File: src/design/tmrs_pkg.sv
`timescale 1ns / 1ps

package tmrs_pkg;

   // Map geometry and store layout.
   localparam int MAX_COLUMNS   = 64;
   localparam int MAX_ROWS      = 64;
   localparam int TILE_ID_BITS  = 16;
   localparam int MAX_HITS      = 63;
   localparam int COL_BITS      = $clog2(MAX_COLUMNS);
   localparam int ROW_BITS      = $clog2(MAX_ROWS);
   localparam int ADDR_BITS     = COL_BITS + ROW_BITS;
   localparam int STORE_DEPTH   = MAX_COLUMNS * MAX_ROWS;
   localparam int HIT_CNT_BITS  = $clog2(MAX_HITS + 1);
   localparam int POS_CELL_BITS = (COL_BITS > ROW_BITS) ? COL_BITS : ROW_BITS;

   // Field widths of the channels and the register port.
   localparam int CELL_BITS      = 16;
   localparam int WORLD_BITS     = 32;
   localparam int FRAC_BITS      = 8;
   localparam int OUT_VALUE_BITS = 16;
   localparam int HIT_FIELD_BITS = 6;
   localparam int CFG_DIM_BITS   = 7;
   localparam int CFG_TILE_BITS  = 11;
   localparam int PROD_BITS      = POS_CELL_BITS + CFG_TILE_BITS;
   localparam int REQ_DATA_BITS  = 160;
   localparam int REQ_USER_BITS  = 2;
   localparam int RSP_DATA_BITS  = 96;
   localparam int RSP_USER_BITS  = 3;
   localparam int CSR_INDEX_BITS = 2;
   localparam int CSR_DATA_BITS  = 11;

   // Opcodes.
   localparam logic [REQ_USER_BITS-1:0] OP_WRITE = 2'd0;
   localparam logic [REQ_USER_BITS-1:0] OP_READ  = 2'd1;
   localparam logic [REQ_USER_BITS-1:0] OP_SCAN  = 2'd2;

   // Register indexes.
   localparam logic [CSR_INDEX_BITS-1:0] CSR_MAP_COLUMNS    = 2'd0;
   localparam logic [CSR_INDEX_BITS-1:0] CSR_MAP_ROWS       = 2'd1;
   localparam logic [CSR_INDEX_BITS-1:0] CSR_TILE_WIDTH_PX  = 2'd2;
   localparam logic [CSR_INDEX_BITS-1:0] CSR_TILE_HEIGHT_PX = 2'd3;

   // Request to the shared position unit: offset + (grid_pos * size << FRAC_BITS).
   typedef struct packed {
      logic [POS_CELL_BITS-1:0] grid_pos;
      logic [CFG_TILE_BITS-1:0] size;
      logic [WORLD_BITS-1:0]    offset;
   } pos_req_type;

   // Forces a map dimension into 1..limit, so zero acts as one.
   function automatic logic [CFG_DIM_BITS-1:0] sat_dim(input logic [CFG_DIM_BITS-1:0] v,
                                                      input int limit);
      logic [CFG_DIM_BITS-1:0] res;
      res = v;
      if (v == '0) begin
         res = CFG_DIM_BITS'(1);
      end else if (v > CFG_DIM_BITS'(limit)) begin
         res = CFG_DIM_BITS'(limit);
      end
      return res;
   endfunction

   // Clamps a signed coordinate into 0..n-1.
   function automatic logic [CFG_DIM_BITS-1:0] clamp_dim(input logic signed [CELL_BITS:0] v,
                                                        input logic [CFG_DIM_BITS-1:0] n);
      logic [CFG_DIM_BITS-1:0] res;
      logic signed [CELL_BITS:0] n_s;
      n_s = $signed({{(CELL_BITS + 1 - CFG_DIM_BITS){1'b0}}, n});
      if (v < 0) begin
         res = '0;
      end else if (v >= n_s) begin
         res = n - CFG_DIM_BITS'(1);
      end else begin
         res = v[CFG_DIM_BITS-1:0];
      end
      return res;
   endfunction

endpackage

File: src/design/tmrs_pos_unit.sv
`timescale 1ns / 1ps

module tmrs_pos_unit (
   input  logic                          clock,
   input  tmrs_pkg::pos_req_type         pos_req,
   output logic [tmrs_pkg::WORLD_BITS-1:0] pos_result
);
   import tmrs_pkg::*;

   logic [PROD_BITS-1:0]  prod_ff;
   logic [PROD_BITS-1:0]  prod_in;
   logic [WORLD_BITS-1:0] offset_ff;

   // The product is registered; the shifted add follows in the next cycle.
   assign prod_in = PROD_BITS'(pos_req.grid_pos) * PROD_BITS'(pos_req.size);

   always_ff @(posedge clock) begin
      prod_ff   <= prod_in;
      offset_ff <= pos_req.offset;
   end

   assign pos_result = offset_ff + WORLD_BITS'({prod_ff, {FRAC_BITS{1'b0}}});

endmodule
File: config.mk
export PLATFORM = sky130hd
export DESIGN_NAME = tmrs_pos_unit
export DESIGN_NICKNAME = d
export VERILOG_FILES = /design/src/design/tmrs_pkg.sv /design/src/design/tmrs_pos_unit.sv
export SDC_FILE = /design/constraint.sdc
export NUM_CORES = 1
export LEC_CHECK = 0
export BUFFER_PORTS_ARGS = -buffer_cell sky130_fd_sc_hd__clkbuf_2
export CELL_PAD_IN_SITES_DETAIL_PLACEMENT = 1
export CELL_PAD_IN_SITES_GLOBAL_PLACEMENT = 1
export CORE_MARGIN = 2
export CORE_UTILIZATION = 30
export DETAILED_ROUTE_END_ITERATION = 10
export PLACE_DENSITY_LB_ADDON = 0.3
export SYNTH_ARGS = -nofsm -noshare
export SYNTH_HDL_FRONTEND = slang
export SYNTH_SLANG_ARGS = --single-unit
export TNS_END_PERCENT = 100
File: constraint.sdc
create_clock -name clock -period 3.98 [get_ports clock]
set_clock_uncertainty 0.15 [all_clocks]
set_input_delay 0.597 -clock clock [delete_from_list [all_inputs] [get_ports clock]]
set_output_delay 0.597 -clock clock [all_outputs]
set_load 0.01 [all_outputs]
==> results of run 1 <==
## state kept, by name, summed over array words and instances (netlist names)
name / count
offset_ff: 32
prod_ff: 17
## cell usage in the layout (no fill, tap or decap), drive strengths merged, types with 3 or more instances in the layout
cell type	instances
nand2b	3
fa	38
o211ai	4
ha	42
and3	6
inv	60
o311ai	3
clkbuf	87
a21o	6
a21oi	25
nor3	6
nand3	14
nand2	31
o21a	3
dfxtp	49
nor2b	3
a211oi	5
o21ai	14
nor2	9
and2	52
xor2	9
xnor2	19
a31oi	3
buf	27
nand4	4
## critical path, stage by stage
cell and delay (ps):
clkbuf_2 140, and2_1 200, fa_1 530, inv_1 50
fa_1 460, fa_1 550, inv_1 60, ha_4 240
a21o_1 180, a21oi_2 190, o211ai_1 150, a31o_1 230
a21oi_1 180, xnor2_1 140
## metrics by stage
stage          TNS (ps)  instance area, µm²  hold slack (ps)
2_1_floorplan         0                4180              475
3_3_place_gp       -409                4910              550
3_5_place_dp       -866                4910              552
4_1_cts               0                5060              249
5_1_grt           -5.99                5060              247
6_report              0                5060              259
## power groups by stage
stage | combinational [mW] | clock (mW) | sequential (mW)
after global routing | 2.14 | 0.448 | 0.633
after CTS | 1.92 | 0.427 | 0.624
after global placement | 1.86 | 0 | 0.635
after floorplan | 1.29 | 0 | 0.621
final | 1.90 | 0.409 | 0.622
after detailed placement | 1.91 | 0 | 0.633
## synth_stat cells (3+ instances only)
| cell type | number | area (µm²) |
|---|---|---|
| inv_1 | 60 | 225 |
| nand4_1 | 4 | 25.0 |
| nor2_1 | 9 | 33.8 |
| xor2_1 | 9 | 78.8 |
| a31oi_1 | 3 | 18.8 |
| dfxtp_1 | 49 | 981 |
| and3_1 | 6 | 37.5 |
| ha_1 | 42 | 526 |
| nand3_1 | 14 | 70.1 |
| and2_1 | 52 | 325 |
| nor3_1 | 6 | 30.0 |
| fa_1 | 38 | 761 |
| a21o_1 | 6 | 45.0 |
| a21oi_1 | 25 | 125 |
| o21ai_0 | 12 | 60.1 |
| o211ai_1 | 3 | 22.5 |
| a211oi_1 | 3 | 22.5 |
| o21a_1 | 3 | 22.5 |
| xnor2_1 | 19 | 166 |
| nand2_1 | 31 | 116 |
| buf_4 | 8 | 60.1 |
| clkbuf_1 | 7 | 26.3 |
| nand2b_1 | 3 | 18.8 |
## path summary, 6_finish.rpt
kind | end | slack (ps) | cells after the start
worst min-delay path | offset_ff[7] | 260 | 1
worst max-delay path | prod_ff[13] | 140 | 14
## cell type report
cell class | instances | share of cell area
inverters | 60 | 0.0445
repair buffers | 108 | 0.120
multi-input cells | 320 | 0.570
clock inverters | 2 | 0.00297
flip-flops and latches | 49 | 0.194
clock buffers | 6 | 0.0255
well taps | 176 | 0.0435
## metal layers
| metal | GRT usage | wire [µm] | vias to the layer above |
|---|---|---|---|
| met3 | 0.0174 | 364 | 12 |
| met4 | 0.0414 | 172 | 0 |
| li1 | - | - | 1660 |
| met1 | 0.170 | 4450 | 1612 |
| met2 | 0.251 | 4830 | 64 |
| met5 | 0 | 0 | - |
## logic make-up (layout without fill, tap and decap cells)
kind of cell / Yosys count / in the layout / synth area share
AOI/OAI and AO/OA: 81 / 81 / 0.142
xor gates and xnor gates: 28 / 28 / 0.0596
adders and majority gates: 80 / 80 / 0.313
buffers and inverters: 75 / 176 / 0.0757
DFF: 49 / 49 / 0.238
and+or+nand+nor: 131 / 131 / 0.171
## timing repair
action                     4_1_cts  5_1_grt
setup endpoints to repair        0        3
hold buffers                     0        0
resized for setup                0        2
==> flow_summary.json, run 1 <==
{
  "status": "finished clean",
  "setup_viol": 0,
  "vias": 3348,
  "finalHoldViolations": 0,
  "grt-ovfl-total": 0,
  "htree_levels": 2,
  "hpwl_mm": 8.59,
  "routedWlPerCell_um": 13.6,
  "worst_pin_slew_ps": 616,
  "p_switching_mw": 1.25,
  "finalNonFillerCells": 721,
  "dp_cells": 713,
  "routed_via_density": 4.64,
  "postCtsSetupBuffers": 0,
  "p_int_mw": 1.68,
  "regArea_um2": 981,
  "routed_wl_mm": 9.82,
  "fill_cells": 1606,
  "power.share.clock": 0.140,
  "place_congestion": 0.828,
  "powerDensity_nw_per_um2": 578,
  "total_power_mw": 2.93,
  "antenna_found_initial": 0,
  "track_usage": 0.138,
  "rows": 42,
  "fin_crit_ps": 3840,
  "critical_path_arrival_ps": 3900,
  "layout_setup_ws_ps": 140,
  "finalCritPeriodShare": 0.965,
  "clkTransAtPathRegs_ps": 60,
  "fp.dieArea_um2": 14700,
  "critPathLaunchType": "input pin",
  "drt_iter0_markers": 112,
  "drive_gt1_frac": 0.242,
  "core_area_um2": 13300,
  "vdd_ir_drop_max_mv": 0.208,
  "async_flop_share": 0,
  "rsz0062_at_grt": "yes",
  "max_freq_ghz": 0.260,
  "dieHeight_um": 121,
  "cts_tree": "yes",
  "grt_pass1_vias": 3581,
  "end_kind": "register",
  "synth_area_um2": 4120,
  "drt-pass1-iter-count": 4,
  "leakagePower_nw": 2.47,
  "synthCells": 444,
  "syn_avg_cell_area_um2": 9.27,
  "numPortBuffers": 81,
  "pre_cts_ws_ps": -243,
  "yosys_register_bits": 49,
  "die_x_um": 121,
  "finalNetCount": 674,
  "multi_input_comb_area_um2": 2880,
  "remaining_drc_errors": 0,
  "synthDistinctLibCells": 49,
  "yosysWarnings": 0,
  "grt_first_pass_wirelength_mm": 16.6,
  "hold_class": "input pin to register",
  "synth_nets": 574,
  "worst_slew_margin_rel": 0.589,
  "ant_nets": 0,
  "antenna_cells": 0,
  "pin_count": 82,
  "synth_flop_cell": "dfxtp_1",
  "pwr-share-seq": 0.213,
  "synth-edff-count": 0,
  "cap_violations": 0,
  "cts_buffers": 5,
  "p_sw_frac": 0.427,
  "cts_root_buf": "clkbuf_16",
  "crit_path_max_fanout": 7,
  "synth-seq-area-share": 0.238,
  "required_ps": 4040,
  "crit_start": "pos_req[45]",
  "cts.sinks": 49,
  "p_comb_frac": 0.648,
  "crit_type": "input pin to register",
  "worst_hold_startpoint": "pos_req[7]",
  "final_core_util": 0.381,
  "area_growth_pct": 23.0,
  "grt_max_degree": 16,
  "cts.path.max_buffers": 2,
  "slew_violations": 0,
  "initial_utilization": 0.310
}
Note: power is estimated with default switching activity, not from simulation.
==> inputs of run 2 (changes only) <==
--- a/config.mk
+++ b/config.mk
@@ -5,12 +5,12 @@
 export SDC_FILE = /design/constraint.sdc
 export NUM_CORES = 1
 export LEC_CHECK = 0
-export BUFFER_PORTS_ARGS = -buffer_cell sky130_fd_sc_hd__clkbuf_2
+export BUFFER_PORTS_ARGS = -buffer_cell sky130_fd_sc_hd__buf_2
 export CELL_PAD_IN_SITES_DETAIL_PLACEMENT = 1
 export CELL_PAD_IN_SITES_GLOBAL_PLACEMENT = 1
-export CORE_MARGIN = 2
 export CORE_UTILIZATION = 30
 export DETAILED_ROUTE_END_ITERATION = 10
+export MAX_ROUTING_LAYER = met4
 export PLACE_DENSITY_LB_ADDON = 0.3
 export SYNTH_ARGS = -nofsm -noshare
 export SYNTH_HDL_FRONTEND = slang
==> run 2 against run 1 <==
Compared with the run above: flip-flop and latch count unchanged; cell count increased by 0.28%; critical path depth unchanged; via count about the same; global-route usage increased by 1.2 points; core utilization increased by 0.31 points; critical endpoint is now prod_ff[16]; largest cell class unchanged; largest power group unchanged.
==> flow_summary.json, run 2 (same netlist as run 1, synthesis figures left out) <==
{
  "fin_crit_ps": 3810,
  "grt_max_degree": 16,
  "antenna_found_initial": 0,
  "pwr-share-seq": 0.212,
  "path_delay_family": "adder cells",
  "grt_first_pass_wirelength_mm": 16.9,
  "cap_violations": 0,
  "cts_tree": "yes",
  "fp.dieArea_um2": 14200,
  "core_area_um2": 13300,
  "crit_type": "input pin to register",
  "postCtsSetupBuffers": 0,
  "drive_gt1_frac": 0.252,
  "die_x_um": 119,
  "hold_class": "input pin to register",
  "cts_buffers": 5,
  "cp_cell_sequence": "buf_2 -> and2_1 -> fa_1 -> fa_1 -> inv_1 -> fa_1 -> inv_1 -> ha_4 -> and4_1 -> a21oi_2 -> a21oi_4 -> o31ai_2 -> a21oi_2 -> xor2_1",
  "htree_levels": 2,
  "rows": 42,
  "grt-ovfl-total": 0,
  "cts.path.max_buffers": 2,
  "vdd_ir_drop_max_mv": 0.204,
  "p_sw_frac": 0.425,
  "vias": 3347,
  "ant_nets": 0,
  "cts_root_buf": "clkbuf_16",
  "grt_pass1_vias": 3613,
  "cpMaxStageDelayCell": "fa_1",
  "reg_top3": "offset_ff x32, prod_ff x17",
  "dieHeight_um": 119,
  "area_growth_pct": 24.0,
  "status": "finished clean",
  "dpl_cell_area_um2": 4930,
  "required_ps": 4010,
  "mostFrequentLayoutCells": "buf_2, inv_1, and2_1",
  "crit_buf_inv": 3,
  "p_comb_frac": 0.649,
  "worst_pin_slew_ps": 642,
  "finalCritPeriodShare": 0.958,
  "hpwl_mm": 8.50,
  "crit_path_max_fanout": 11,
  "powerDensity_nw_per_um2": 576,
  "fin_area_um2": 5100,
  "drt_iter0_markers": 81,
  "track_usage": 0.151,
  "end_kind": "register",
  "p_int_mw": 1.69,
  "critPathLaunchType": "input pin",
  "power.share.clock": 0.139,
  "final_common_cell": "buf_2",
  "max_freq_ghz": 0.262,
  "numPortBuffers": 81,
  "pin_count": 82,
  "largest_register": "offset_ff",
  "clkTransAtPathRegs_ps": 60,
  "slew_violations": 0,
  "cts.sinks": 49,
  "p_switching_mw": 1.25,
  "routed_via_density": 4.63,
  "finalNetCount": 676,
  "worst_slew_margin_rel": 0.572,
  "initial_utilization": 0.310,
  "critical_path_arrival_ps": 3840,
  "routedWlPerCell_um": 13.5,
  "antenna_cells": 0,
  "setup_viol": 0,
  "leakagePower_nw": 2.46,
  "cpMostUsedCell": "fa_1",
  "drt-pass1-iter-count": 4,
  "fin_setup_tns_ps": 0,
  "place_congestion": 0.814,
  "slowest_delay_ps": 540,
  "whs_ps": 257,
  "remaining_drc_errors": 0,
  "finalHoldViolations": 0,
  "largest_reg_flops": 32,
  "routed_wl_mm": 9.74
}
-- run 2: cell count changes in the layout (fill, tap and decap cells not counted), sizes merged --
cell | previous run | this run
buf | 27 | 110
clkbuf | 87 | 6
-- run 2: worst paths after layout --
check | depth (start not counted) | slack [ps] | start | end
setup / recovery | 14 | 170 | pos_req[48] | prod_ff[16]
hold / removal | 1 | 260 | pos_req[19] | offset_ff[19]
-- run 2: power groups by stage --
stage | Combinational (mW) | Clock [mW] | Sequential [mW]
6_report | 1.91 | 0.408 | 0.623
3_5_place_dp | 1.91 | 0 | 0.635
2_1_floorplan | 1.29 | 0 | 0.621
3_3_place_gp | 1.85 | 0 | 0.634
4_1_cts | 1.92 | 0.430 | 0.625
5_1_grt | 2.16 | 0.445 | 0.633
-- run 2: metrics by stage --
stage	total power, mW	worst slack, ps	instances	utilization
after detailed placement	2.54	-214	715	0.371
after floorplan	1.91	4.52	444	-
after global routing	3.24	-25.3	723	0.384
after global placement	2.49	-142	715	0.371
after CTS	2.98	88.4	723	0.382
final	2.94	166	723	0.384
-- run 2: routing by layer --
layer,global-route usage,vias to the layer above,routed length (µm)
li1,-,1668,-
met1,0.176,1607,4380
met2,0.270,63,4920
met3,0.0201,9,314
met4,0.0396,0,132
met5,-,-,0
-- run 2: timing repair --
item / CTS / global route
setup endpoints to repair: 0 / 4
hold buffers: 0 / 0
gates resized for setup: 0 / 6
-- run 2: final cells by class --
class                      instances  area (µm²)
sequential                        49         981
tap                              176         220
clock buffer                       6         129
inverter                          60         225
clock inverter                     2        15.0
timing repair buffer             110         623
fill                            1583        8190
multi-input combinational        320        2910
